### config.mk
export PLATFORM = sky130hd
export DESIGN_NAME = tab_ctrl
export DESIGN_NICKNAME = d
export VERILOG_FILES = /design/src/sv/tab_pkg.sv /design/src/sv/tab_ctrl.sv
export VERILOG_INCLUDE_DIRS = /design/src /design/src/sv
export SDC_FILE = /design/constraint.sdc
export NUM_CORES = 1
export LEC_CHECK = 0
export BUFFER_PORTS_ARGS = -buffer_cell sky130_fd_sc_hd__buf_2
export CORE_MARGIN = 5
export CORE_UTILIZATION = 42
export CTS_CLUSTER_DIAMETER = 60
export DETAILED_ROUTE_END_ITERATION = 8
export PLACE_DENSITY = 0.82
export SLEW_MARGIN = 20
export SYNTH_ARGS = -nofsm -noshare
export SYNTH_HDL_FRONTEND = slang
export SYNTH_SLANG_ARGS = --single-unit
export TNS_END_PERCENT = 20
### constraint.sdc
create_clock -name aclk -period 1.3 [get_ports aclk]
set_clock_uncertainty 0.1 [all_clocks]
set_input_delay 0.13 -clock aclk [delete_from_list [all_inputs] [get_ports aclk]]
set_output_delay 0.13 -clock aclk [all_outputs]
set_load 0.01 [all_outputs]
### src/sv/triangle_adjacency_builder_macros.svh
// assertion macros for the triangle adjacency builder
`ifndef TRIANGLE_ADJACENCY_BUILDER_MACROS_SVH
`define TRIANGLE_ADJACENCY_BUILDER_MACROS_SVH
`ifndef ASSERT_OFF
// clocked property, skipped while reset is low
`define TAB_ASSERT(lbl, clk, rst_n, prop) \
    lbl: assert property (@(posedge clk) disable iff (!rst_n) prop) \
        else $error("tab assertion failed");
// clocked property, checked during reset too
`define TAB_ASSERT_ALWAYS(lbl, clk, prop) \
    lbl: assert property (@(posedge clk) prop) \
        else $error("tab assertion failed");
`else
`define TAB_ASSERT(lbl, clk, rst_n, prop)
`define TAB_ASSERT_ALWAYS(lbl, clk, prop)
`endif
`endif

### src/sv/tab_pkg.sv
// shared types and constants of the triangle adjacency builder
package tab_pkg;

    localparam int VERT_W = 16;
    localparam logic [63:0] HASH_MULT = 64'h9E37_79B9_7F4A_7C15;

    localparam logic [1:0] ACT_INSERT = 2'd0;
    localparam logic [1:0] ACT_QUERY  = 2'd1;
    localparam logic [1:0] ACT_CLEAR  = 2'd2;

    localparam logic [1:0] SEL_FIRST  = 2'd0;
    localparam logic [1:0] SEL_SECOND = 2'd1;
    localparam logic [1:0] SEL_THIRD  = 2'd2;

    typedef struct packed {
        logic       load_in;
        logic       hash_start;
        logic       probe_init;
        logic       probe_read;
        logic       probe_next;
        logic       fresh_inc;
        logic       put;
        logic       adj_cap;
        logic       clear_init;
        logic       clear_step;
        logic       count_clear;
        logic       out_load;
        logic       drop;
        logic [1:0] sel;
    } cmd_t;

    typedef struct packed {
        logic hash_done;
        logic hit;
        logic empty;
        logic last;
        logic dup;
        logic no_room;
        logic clear_last;
        logic out_free;
    } sts_t;

endpackage

### src/sv/tab_ctrl.sv
// sequencer for insert, query and clear; any other action goes straight to the result
`include "triangle_adjacency_builder_macros.svh"
module tab_ctrl (
    input  logic          aclk,
    input  logic          aresetn,
    input  logic          s_valid,
    output logic          s_ready,
    input  logic [1:0]    s_action,
    input  tab_pkg::sts_t sts,
    output tab_pkg::cmd_t cmd
);

    typedef enum logic [2:0] {
        ST_CLEAR, ST_IDLE, ST_HSTART, ST_HWAIT, ST_RD, ST_CHK, ST_ROOM, ST_DONE
    } state_t;

    typedef enum logic [1:0] {
        PH_COUNT, PH_PUT, PH_QUERY
    } phase_t;

    state_t     state_reg;
    phase_t     phase_reg;
    logic [1:0] sel_reg;
    logic       drop_reg;
    logic       clr_item_reg;
    logic       resolved;

    assign resolved = sts.hit || sts.empty || sts.last;
    assign s_ready  = (state_reg == ST_IDLE);

    always_comb begin
        cmd      = '0;
        cmd.sel  = sel_reg;
        cmd.drop = drop_reg;
        case (state_reg)
            ST_CLEAR: begin
                cmd.clear_step  = 1'b1;
                cmd.count_clear = sts.clear_last;
            end
            ST_IDLE: begin
                cmd.load_in    = s_valid;
                cmd.clear_init = s_valid && (s_action == tab_pkg::ACT_CLEAR);
            end
            ST_HSTART: cmd.hash_start = 1'b1;
            ST_HWAIT:  cmd.probe_init = sts.hash_done;
            ST_RD:     cmd.probe_read = 1'b1;
            ST_CHK: begin
                if (!resolved) begin
                    cmd.probe_next = 1'b1;
                end else begin
                    case (phase_reg)
                        PH_COUNT: cmd.fresh_inc = !sts.hit && !sts.dup;
                        PH_PUT:   cmd.put = 1'b1;
                        default:  cmd.adj_cap = 1'b1;
                    endcase
                end
            end
            ST_DONE: cmd.out_load = sts.out_free;
            default: begin
            end
        endcase
    end

    always_ff @(posedge aclk) begin
        if (!aresetn) begin
            state_reg    <= ST_CLEAR;
            phase_reg    <= PH_COUNT;
            sel_reg      <= tab_pkg::SEL_FIRST;
            drop_reg     <= 1'b0;
            clr_item_reg <= 1'b0;
        end else begin
            case (state_reg)
                ST_CLEAR: begin
                    if (sts.clear_last) begin
                        state_reg    <= clr_item_reg ? ST_DONE : ST_IDLE;
                        clr_item_reg <= 1'b0;
                    end
                end
                ST_IDLE: begin
                    if (s_valid) begin
                        drop_reg <= 1'b0;
                        sel_reg  <= tab_pkg::SEL_FIRST;
                        case (s_action)
                            tab_pkg::ACT_INSERT: begin
                                phase_reg <= PH_COUNT;
                                state_reg <= ST_HSTART;
                            end
                            tab_pkg::ACT_QUERY: begin
                                phase_reg <= PH_QUERY;
                                state_reg <= ST_HSTART;
                            end
                            tab_pkg::ACT_CLEAR: begin
                                clr_item_reg <= 1'b1;
                                state_reg    <= ST_CLEAR;
                            end
                            default: state_reg <= ST_DONE;
                        endcase
                    end
                end
                ST_HSTART: state_reg <= ST_HWAIT;
                ST_HWAIT: begin
                    if (sts.hash_done) begin
                        state_reg <= ST_RD;
                    end
                end
                ST_RD: state_reg <= ST_CHK;
                ST_CHK: begin
                    if (!resolved) begin
                        state_reg <= ST_RD;
                    end else if (sel_reg == tab_pkg::SEL_THIRD) begin
                        state_reg <= (phase_reg == PH_COUNT) ? ST_ROOM : ST_DONE;
                    end else begin
                        sel_reg   <= sel_reg + 2'd1;
                        state_reg <= ST_HSTART;
                    end
                end
                ST_ROOM: begin
                    if (sts.no_room) begin
                        drop_reg  <= 1'b1;
                        state_reg <= ST_DONE;
                    end else begin
                        phase_reg <= PH_PUT;
                        sel_reg   <= tab_pkg::SEL_FIRST;
                        state_reg <= ST_HSTART;
                    end
                end
                ST_DONE: begin
                    if (sts.out_free) begin
                        state_reg <= ST_IDLE;
                    end
                end
                default: state_reg <= ST_IDLE;
            endcase
        end
    end

    `TAB_ASSERT(a_accept_leaves_idle, aclk, aresetn, s_valid && s_ready |=> state_reg != ST_IDLE)
    `TAB_ASSERT(a_load_when_free, aclk, aresetn, cmd.out_load |-> sts.out_free)
    `TAB_ASSERT(a_put_after_room, aclk, aresetn, cmd.put |-> !drop_reg)

endmodule

=== Word level (Yosys, flattened, before mapping) ===
Index checks and enable logic that the tools add are counted.

* Bits in registers: 9
* Input bits: 13
* Output and inout port bits: 16
* Logic and storage cells: 86

* $add $sub $neg: 1
* Equal/unequal tests: 21
* Mux-type cells: 40
* Reductions and logical operators: 19

{| class="wikitable"
|+ Operator list
! cell !! number
|-
| $mux W3 || 9
|-
| $pmux W3 S8 || 1
|-
| $mux W1 || 16
|-
| $ne A2 B2 Y1 const B || 8
|-
| $mux W2 || 7
|-
| $eq A3 B3 Y1 const B || 4
|-
| $reduce_and A4 Y1 || 3
|-
| $pmux W2 S2 || 2
|-
| $eq A3 B2 Y1 const B || 2
|-
| $pmux W2 S3 || 1
|-
| $pmux W3 S2 || 1
|-
| $reduce_and A5 Y1 || 1
|-
| $eq A2 B1 Y1 const B || 2
|-
| $eq A2 B2 Y1 const B || 2
|-
| $logic_not A2 Y1 || 2
|-
| $mux W4 || 1
|-
| $pmux W1 S2 || 2
|-
| $reduce_bool A2 Y1 || 2
|-
| $reduce_or A2 Y1 || 2
|-
| $eq A3 B1 Y1 const B || 1
|-
| $logic_not A3 Y1 || 1
|-
| $ne A3 B1 Y1 const B || 1
|-
| $reduce_and A3 Y1 || 1
|-
| $reduce_bool A3 Y1 || 1
|-
| other kinds (5) || 8
|}

=== Longest topological paths before layout ===
Gate-level depths: netlist of run 1.

* Depth in word-level cells: 5
* Mapped depth: 6
* Depth with buffers taken out: 5

=== Worst setup path after synthesis of run 1 ===
Ideal clock, no wire load.

* Path type: flip-flop to output port
* Start point: register state_reg[0]
* End point: output port cmd[8] in the netlist's numbering
* Data arrival time: 1.200 ns
* Required time: 1.070 ns
* Path slack: -0.130 ns
* Stages on the path, launching flop included: 5
* Path buffers: 2
* Cells stage by stage: dfxtp_1 buf_6 buf_2 nand3b_1 nor4b_1

{| class="wikitable"
|+ RTL lines
! item !! RTL line !! RTL
|-
| from (decl) || tab_ctrl.sv:21 || <nowiki>state_t state_reg;</nowiki>
|-
| from (signal assigned) || tab_ctrl.sv:75 || <nowiki>state_reg <= clr_item_reg ? ST_DONE : ST_IDLE;</nowiki>
|-
| from (signal assigned) || tab_ctrl.sv:111 || <nowiki>state_reg <= (phase_reg == PH_COUNT) ? ST_ROOM : ST_DONE;</nowiki>
|-
| to (decl) || tab_ctrl.sv:10 || <nowiki>output tab_pkg::cmd_t cmd</nowiki>
|}

==> summary.md, run 1 <==
| Metric | Value |
|---|---|
| Largest cells by area after synthesis | `dfxtp_1 25%, nand2_1 6.3%, mux2i_1 5.6%` |
| Post-synth cell types | `38` |
| Drt wl/cell | `17.9 um` |
| TritonCTS Buffers | `3` |
| Synth Instances | `between 90 and 100` |
| Final net count | `161` |
| DR vias/cell | `6.07` |
| Buffers on Ports | `28` |
| DRT Wirelength | `2.91 mm` |
| Routed Antenna Nets | `0` |
| Core area | `1670 um2` |
| Clk buf depth | `2` |
| Dpl ws | `-0.254 ns` |
| CP max-delay cell | `dfxtp_4` |
| Syn nets | `106` |
| Ys Warns | `0` |
| Hold crit path type | `input pin to register` |
| 1st-iter DRT viols | `27` |
| Synth Cell Area | `716 um2` |
| First-pass GRT wire length | `4.34 mm` |
| Peak Freq | `between 0.6 and 0.7 GHz` |
| Final Hold Vio Count | `0` |
| Initial Util | `42.8%` |
| Clock slew at reported path FFs | `roughly 0.060 ns` |
| Period Utilization, post-route | `120%` |
| Worst setup SP type | `register` |
| Pwr dens | `1730 nW/um2` |
| Post-CTS Hold Buffers | `0` |
| Req. time, crit path | `1.07 ns` |
| Largest net degree at the start of global routing | `11` |
| Latest clock arrival within the worst-skew pair | `0.26 ns` |
| DRC Markers | `0` |
| Sequential area share after synthesis | `25.2%` |
| Slowest cell delay on critical path | `between 0.3 and 0.4 ns` |
| GRT Total Usage | `22.0%` |
| Worst Max-Slew Pin Slew | `approximately 0.43 ns` |
| Final worst setup slack | `-0.254 ns` |
| H-tree lvl count | `1` |
| Clock sink total | `9` |
| VDD IR max | `1.31 mV` |
| Crit path DAT | `1.32 ns` |
| Gpl congestion | `about 0.9` |
| Max_cap viols | `0` |
| Gr ovfl total | `0` |
| Row count | `15` |
| Synth Register Bits | `9` |
| RSZ-0062 raised after global routing | `true` |
| CTS tree | `built` |
| Die W | `51.3 um` |
| Worst setup path class | `register to primary output` |
| Syn Area/Cell | `7.78 um2` |
| Top cell type's share of synthesized area | `25.2%` |
| Ys async rst share | `0%` |
| Setup crit end kind | `primary output` |
| Slew Limit Fails | `0` |
| I/O Pins | `29` |
| Die H | `51.3 um` |
| Post-synth top area cell | `dfxtp_1` |
| Final setup fails | `20` |
| Failing checks | `setup timing` |
| Root buffer cell | `clkbuf_4` |
| Vias in the first global route | `964` |
| Crit path time final | `1.55 ns` |
| CP Max Fanout | `5` |
| Post-layout util | `74.9%` |
| CP dominant cell by count | `buf_6` |
| Die ar. | `about 2600 um2` |
| Initial antenna violation count | `0` |
| Worst slew margin | `71.1%` |
| Post-synth EDFFs | `0` |
| Max reg flops | `3` |
| DP HPWL | `1.69 mm` |
| Top FF cell, synth | `dfxtp_1` |
| Vias | `a little under 1000` |
| Antenna cell count | `0` |
| TritonRoute pass-1 iters | `4` |
| Layout area overhead | `74.8%` |
| CP cell instances | `buf_6 -> nor3_4 -> buf_4 -> and2_4 -> buf_6` |
| Share of post-route cells with drive strength above 1 | `61.6%` |
| Leak | `0.572 nW` |
| Status | `finished with violations` |
## cell usage after synthesis (2+ instances only)
master / number
nor3_1: 3
a21boi_0: 2
nand2_1: 12
nand2b_1: 3
nor2b_1: 2
inv_1: 5
buf_4: 2
o2111ai_1: 2
mux2i_1: 4
o211ai_1: 2
buf_6: 2
nor2_1: 9
a211oi_1: 2
dfxtp_1: 9
and2_1: 3
a31oi_1: 2
buf_2: 2
nand3b_1: 4
and3_1: 2
o21ai_0: 2
## layout make-up
type                            count  area [um2]
Timing Repair Buffer               57         393
Tap cell                           17        21.3
Fill cell                          97         419
Multi-Input combinational cell     71         598
Inverter                            5        18.8
Sequential cell                     9         194
Clock buffer                        4        26.3
## routing by layer
| metal | part of all wire [%] | global-route usage, % |
|---|---|---|
| met5 | 0 | 0 |
| met4 | 4.4 | 12.7 |
| met3 | 4.5 | 3.21 |
| met2 | 51 | 39.5 |
| met1 | 41 | 24.4 |
## cell usage in the layout (no fill, tap or decap), types with 2 or more instances in the layout
master and n:
nand2_2 2, buf_6 8, and2_1 2, o2111ai_1 2, inv_1 4, o211ai_1 2
buf_2 26, clkbuf_4 3, dfxtp_1 4, nand2_1 10, nor2_1 8, a21boi_1 2
mux2i_1 4, nand2b_1 3, nor3_2 4, a211oi_2 2, buf_4 23, dfxtp_2 2
dfxtp_4 3, nand3b_1 4
## final timing paths
kind         slack [ns]                 startpoint                         to  depth (start not counted)
max               -0.25  state_reg[1]$_SDFFE_PN0P_                     cmd[4]                          5
min                0.06                     sts[2]      drop_reg$_SDFFE_PN0P_                          3
max reg2reg       -0.19  state_reg[1]$_SDFFE_PN0P_  state_reg[0]$_SDFFE_PN0P_                          6
min reg2reg        0.39      drop_reg$_SDFFE_PN0P_      drop_reg$_SDFFE_PN0P_                          2
## metrics by stage
| step | total power [W] | setup TNS, ns | area, um2 | std cells | hold slack, ns |
|---|---|---|---|---|---|
| 6_report | 0.00216 | -2.93 | 1250 | 163 | 0.0565 |
| 5_1_grt | 0.00229 | -4.21 | 1250 | 163 | 0.0896 |
| 4_1_cts | 0.00191 | -2.38 | 1170 | 162 | 0.0527 |
| 3_5_place_dp | 0.00142 | -1.94 | 1020 | 152 | 0.323 |
| 3_3_place_gp | 0.00138 | -1.40 | 1020 | 152 | 0.327 |
| 2_1_floorplan | 0.00102 | -0.328 | 747 | 92 | 0.183 |
## worst max-delay path, delay by kind of cell (launching register included)
| family | cells | cell delay [ns] |
|---|---|---|
| AND/OR/NAND/NOR | 2 | 0.33 |
| buffers and inverters | 3 | 0.37 |
| flip-flops | 1 | 0.36 |
## power by group
| group | total (W) | internal, W | leakage [nW] | switching (W) |
|---|---|---|---|---|
| Combinational | 0.00149 | 0.000778 | 0.481 | 0.000712 |
| Clock | 0.000221 | 0.000119 | 0.0150 | 0.000103 |
| Sequential | 0.000450 | 0.000356 | 0.0763 | 0.0000937 |
| Total | 0.00216 | 0.00125 | 0.572 | 0.000908 |
## cell families (layout without fill, tap and decap cells)
| kind of cell | after synthesis | count (layout) | share of synthesized area [%] |
|---|---|---|---|
| flip-flops | 9 | 9 | 25.2 |
| multiplexers | 4 | 4 | 5.59 |
| AO/OA/AOI/OAI | 19 | 19 | 19.9 |
| AND/OR/NAND/NOR | 47 | 47 | 37.8 |
| adder cells (fa/ha/maj) | 1 | 1 | 1.75 |
| buffers and inverters | 12 | 66 | 9.79 |
## repair_timing
action,4_1_cts,5_1_grt
pin swaps,9,6
resized for setup,20,18
buffers inserted,6,1
gates cloned,0,0
endpoints found under the setup margin,21,22
Power figures use the tool's default switching activity.
==> run 2: changes to the inputs <==
--- a/config.mk
+++ b/config.mk
@@ -7,7 +7,7 @@
 export NUM_CORES = 1
 export LEC_CHECK = 0
 export BUFFER_PORTS_ARGS = -buffer_cell sky130_fd_sc_hd__buf_2
-export CORE_MARGIN = 5
+export CORE_MARGIN = 4
 export CORE_UTILIZATION = 42
 export CTS_CLUSTER_DIAMETER = 60
 export DETAILED_ROUTE_END_ITERATION = 8
==> summary.md, run 2 (synthesis results as in run 1) <==
| Metric | Value |
|---|---|
| Status | `finished with violations` |
| Failing checks | `setup timing` |
| Vias in the first global route | `990` |
| Routed Antenna Nets | `0` |
| Global route hottest layer | `met2` |
| Met2 Use GR | `45.3%` |
| Dpl ws | `-0.170 ns` |
| Worst setup SP type | `register` |
| Vias | `1176` |
| Final Hold Vio Count | `0` |
| Row count | `14` |
| Core area | `1560 um2` |
| Crit path time final | `1.69 ns` |
| Peak Freq | `0.591 GHz` |
| Slew Limit Fails | `0` |
| Max_cap viols | `0` |
| Hold path depth | `3` |
| TritonRoute pass-1 iters | `6` |
| Most frequent cells in the layout | `28 x buf_4, 26 x buf_2, 9 x nand2_1, 9 x buf_6, 6 x nor2_1` |
| Gr ovfl total | `0` |
| Die W | `49.3 um` |
| Reg2Reg Depth | `6` |
| Initial Util | `45.9%` |
| TritonCTS Buffers | `3` |
| Clk buf depth | `2` |
| Crit path DAT | `1.46 ns` |
| Die H | `49.3 um` |
| DP HPWL | `around 1.7 mm` |
| CP Max Fanout | `5` |
| Clock sink total | `9` |
| H-tree lvl count | `1` |
| Largest net degree at the start of global routing | `11` |
| Setup TNS | `-4.92 ns` |
| Latest clock arrival within the worst-skew pair | `0.28 ns` |
| Share of post-route cells with drive strength above 1 | `67.5%` |
| Max reg flops | `3` |
| Worst Max-Slew Pin Slew | `between 0.4 and 0.5 ns` |
| Buffers on Ports | `28` |
| Met3 GRT Util | `2.75%` |
| First-pass GRT wire length | `4.82 mm` |
| Worst slew margin | `71.8%` |
| Clock slew at reported path FFs | `0.08 ns` |
| Final worst setup slack | `-0.391 ns` |
| Placed Cells | `150` |
| I/O Pins | `29` |
| Drt wl/cell | `25.2 um` |
| DRC Markers | `0` |
| DR vias/cell | `6.92` |
| Hold crit path type | `input pin to register` |
| Post-Layout Cell Count | `170` |
| Min Hold Slack | `approximately 0.045 ns` |
| Final net count | `169` |
| Die ar. | `2430 um2` |
| Gpl congestion | `0.844` |
| Period Utilization, post-route | `130%` |
| Initial antenna violation count | `0` |
| GRT Total Usage | `roughly a quarter` |
| Final setup fails | `22` |
| Post-CTS Hold Buffers | `0` |
| Leak | `0.625 nW` |
| DRT Wirelength | `4.28 mm` |
| Root buffer cell | `clkbuf_4` |
| VDD IR max | `1.47 mV` |
| Setup crit end kind | `primary output` |
| Worst setup path class | `register to primary output` |
| Most common cell after layout, fill and taps aside | `buf_4` |
| Pwr dens | `1900 nW/um2` |
| Req. time, crit path | `1.07 ns` |
| Fillers | `69` |
| 1st-iter DRT viols | `slightly below 100` |
| Met1 Resource Use GR | `30.3%` |
| Antenna cell count | `0` |
| CTS tree | `built` |
| Layout area overhead | `91.8%` |
| RSZ-0062 raised after global routing | `true` |
## run 2: cell types whose count changed in the layout (fill, tap and decap cells not counted), sizes merged
| cell | delta |
|---|---|
| buf | +8 |
## run 2: metal layers
| metal | part of all wire (%) | wire length (um) |
|---|---|---|
| met1 | 32 | 1380 |
| met2 | 43 | 1840 |
| met3 | 13 | 547 |
| met4 | 12 | 515 |
| met5 | 0 | 0 |
## run 2: stage by stage
step,cell area [um2],utilization (%),power [W]
finish,1370,88.0,0.00261
global route,1370,88.0,0.00271
detailed placement,1010,65.0,0.00139
CTS,1240,79.4,0.00205
floorplan,747,-,0.00102
global placement,1010,65.0,0.00136
## run 2: final timing paths
path	start	endpoint	slack [ns]
max	state_reg[1]$_SDFFE_PN0P_	cmd[8]	-0.39
min	s_action[0]	phase_reg[1]$_SDFFE_PN0P_	0.05
max reg2reg	state_reg[0]$_SDFFE_PN0P_	state_reg[2]$_SDFFE_PN0P_	-0.28
min reg2reg	sel_reg[0]$_SDFFE_PN0P_	sel_reg[0]$_SDFFE_PN0P_	0.46
## run 2: what timing repair did
item                                   CTS  global route
setup buffers                           11             5
pin swaps                               13             6
gates resized for setup                 26            24
endpoints found under the hold margin    0             0
setup endpoints to repair               21            22
## run 2: worst max-delay path, cell delays in order (launching register included)
cell and delay [ns]:
dfxtp_4 0.37, nand3b_1 0.31, nor4b_2 0.32, buf_2 0.19
## run 2: cell type report
type	count	area, um2	share of cell area (%)
Multi-Input combinational cell	71	636	46.3
Timing Repair Buffer	65	477	34.7
Sequential cell	9	193	14.0
Clock buffer	4	26.3	1.91
Inverter	5	21.3	1.55
Tap cell	16	20.0	1.46
## run 2: report_power, final
group	internal, W	switching (W)
registers	0.000355	0.000100
logic	0.000996	0.000913
clock network	0.000119	0.000124
total	0.00147	0.00114
==> run 3: changes to the inputs <==
--- a/config.mk
+++ b/config.mk
@@ -11,7 +11,7 @@
 export CORE_UTILIZATION = 42
 export CTS_CLUSTER_DIAMETER = 60
 export DETAILED_ROUTE_END_ITERATION = 8
-export PLACE_DENSITY = 0.82
+export PLACE_DENSITY_LB_ADDON = 0.25
 export SLEW_MARGIN = 20
 export SYNTH_ARGS = -nofsm -noshare
 export SYNTH_HDL_FRONTEND = slang
==> summary.md, run 3 (synthesis results as in run 1) <==
| Metric | Value |
|---|---|
| Status | `finished with violations` |
| Failing checks | `setup timing` |
| CP cell instances | `nand3b_1 -> nor4b_2 -> buf_2` |
| VDD IR max | `1.20 mV` |
| DRT Wirelength | `2.52 mm` |
| Worst Hold Launch | `s_action[0]` |
| Root buffer cell | `clkbuf_4` |
| I/O Pins | `29` |
| RSZ-0062 raised after global routing | `true` |
| Period Utilization, post-route | `118%` |
| Hold crit path type | `input pin to register` |
| Req. time, crit path | `1.07 ns` |
| Row count | `14` |
| Worst Setup SP | `state_reg[1]$_SDFFE_PN0P_` |
| H-tree lvl count | `1` |
| Max reg flops | `3` |
| Initial antenna violation count | `0` |
| 1st-iter DRT viols | `56` |
| GRT Total Usage | `between 10% and 20%` |
| Pwr dens | `1700 nW/um2` |
| DP HPWL | `1.61 mm` |
| Die W | `49.3 um` |
| DR vias/cell | `5.57` |
| Vias | `891` |
| CP Max Fanout | `7` |
| DRC Markers | `0` |
| Clk buf depth | `2` |
| Crit path time final | `1.53 ns` |
| CTS tree | `built` |
| Die H | `49.3 um` |
| Initial Util | `45.9%` |
| FF-to-FF setup slack | `-0.15 ns` |
| Core area | `1560 um2` |
| Min Hold Slack | `0.0816 ns` |
| Largest delay contributor family on the critical path | `simple AND/OR/NAND/NOR gates` |
| CP max-delay cell | `dfxtp_4` |
| Worst setup path class | `register to primary output` |
| Final setup fails | `19` |
| Buffers on Ports | `28` |
| Latest clock arrival within the worst-skew pair | `0.26 ns` |
| Peak Freq | `0.652 GHz` |
| Vias in the first global route | `860` |
| Share of post-route cells with drive strength above 1 | `61.8%` |
| Crit path DAT | `about 1.3 ns` |
| Final worst setup slack | `-0.233 ns` |
| Clock sink total | `9` |
| Layout area overhead | `72.9%` |
| Final Hold Vio Count | `0` |
| Slowest cell delay on critical path | `0.37 ns` |
| Worst Hold Path EP | `phase_reg[1]$_SDFFE_PN0P_` |
| Gpl congestion | `slightly below 0.8` |
| Most frequent cells in the layout | `26 x buf_2, 20 x buf_4, 8 x nand2_1, 8 x buf_6, 6 x nor2_1` |
| Clock slew at reported path FFs | `~0.060 ns` |
| Hold path depth | `3` |
| Routed Antenna Nets | `0` |
| Largest net degree at the start of global routing | `11` |
| RR Endpoint | `sel_reg[0]$_SDFFE_PN0P_` |
| Drt wl/cell | `15.8 um` |
| Max_cap viols | `0` |
| Worst Max-Slew Pin Slew | `~0.46 ns` |
| Leak | `approximately 0.57 nW` |
| Dpl ws | `-0.181 ns` |
| Antenna cell count | `0` |
| Setup crit end kind | `primary output` |
| Worst slew margin | `69.4%` |
| TritonCTS Buffers | `3` |
| First-pass GRT wire length | `3.81 mm` |
| Die ar. | `2430 um2` |
| TritonRoute pass-1 iters | `4` |
| Reg2Reg Depth | `4` |
| Buffers and inverters on the worst path | `1` |
| Gr ovfl total | `0` |
| Most common cell after layout, fill and taps aside | `buf_2` |
| RR Startpoint | `state_reg[2]$_SDFFE_PN0P_` |
| Slew Limit Fails | `0` |
| Worst setup SP type | `register` |
| Final net count | `159` |
-- run 3: cell types whose count changed in the layout (fill, tap and decap cells not counted), moves of 2 or more --
| cell | before | now |
|---|---|---|
| buf_4 | 28 | 20 |
| inv_2 | 0 | 2 |
| nor2_2 | 3 | 1 |
| nor2_4 | 0 | 2 |
| nor2b_1 | 0 | 2 |
| nor2b_2 | 2 | 0 |
-- run 3: how the worst max path moves through the flow --
stage / slack (ns) / depth (start not counted) / endpoint
2_1_floorplan: -0.07 / 5 / sel_reg[0]$_SDFFE_PN0P_
3_3_place_gp: -0.15 / 4 / sel_reg[0]$_SDFFE_PN0P_
3_5_place_dp: -0.18 / 4 / sel_reg[0]$_SDFFE_PN0P_
4_1_cts: -0.26 / 3 / cmd[9]
5_1_grt: -0.32 / 4 / cmd[7]
6_report: -0.23 / 3 / cmd[8]
-- run 3: cell type report --
class	count	area (um2)
Tap cell	16	20.0
Multi-Input combinational cell	71	589
Sequential cell	9	193
Clock buffer	4	26.3
Fill cell	107	322
Timing Repair Buffer	55	390
Inverter	5	18.8
-- run 3: repair_timing --
| action | in CTS | in global routing |
|---|---|---|
| gates resized for setup | 22 | 20 |
| setup buffers | 3 | 4 |
| endpoints found under the setup margin | 21 | 21 |
| hold buffers | 0 | 0 |
| endpoints found under the hold margin | 0 | 0 |
| pin swaps | 8 | 7 |
-- run 3: tightest hold or removal path, stage by stage --
cell and delay (ns):
buf_2 0.13, nand3b_1 0.08, a21boi_1 0.06
-- run 3: report_power, final --
| part | total (W) | switching [W] | internal (W) |
|---|---|---|---|
| sequential | 0.000457 | 0.000101 | 0.000356 |
| clock | 0.000220 | 0.000101 | 0.000118 |
| combinational | 0.00143 | 0.000640 | 0.000786 |
| total | 0.00210 | 0.000843 | 0.00126 |
-- run 3: per-stage QoR --
| step | instances | TNS, ns | util [%] | power [W] | area [um2] |
|---|---|---|---|---|---|
| 3_5_place_dp | 149 | -1.24 | 65.3 | 0.00142 | 1020 |
| 5_1_grt | 160 | -3.41 | 79.4 | 0.00224 | 1240 |
| 6_report | 160 | -2.13 | 79.4 | 0.00210 | 1240 |
| 4_1_cts | 156 | -1.73 | 73.3 | 0.00185 | 1140 |
| 2_1_floorplan | 92 | -0.328 | - | 0.00102 | 747 |
| 3_3_place_gp | 149 | -1.03 | 65.3 | 0.00141 | 1020 |
-- run 3: per-layer routing --
metal  share of wire, %  GRT usage (%)  vias up
li1                   -              -      440
met1                 43           23.8      405
met2                 47           31.0       42
met3                8.4           6.12        4
met4                1.1           8.53        0
met5                  0              0        -
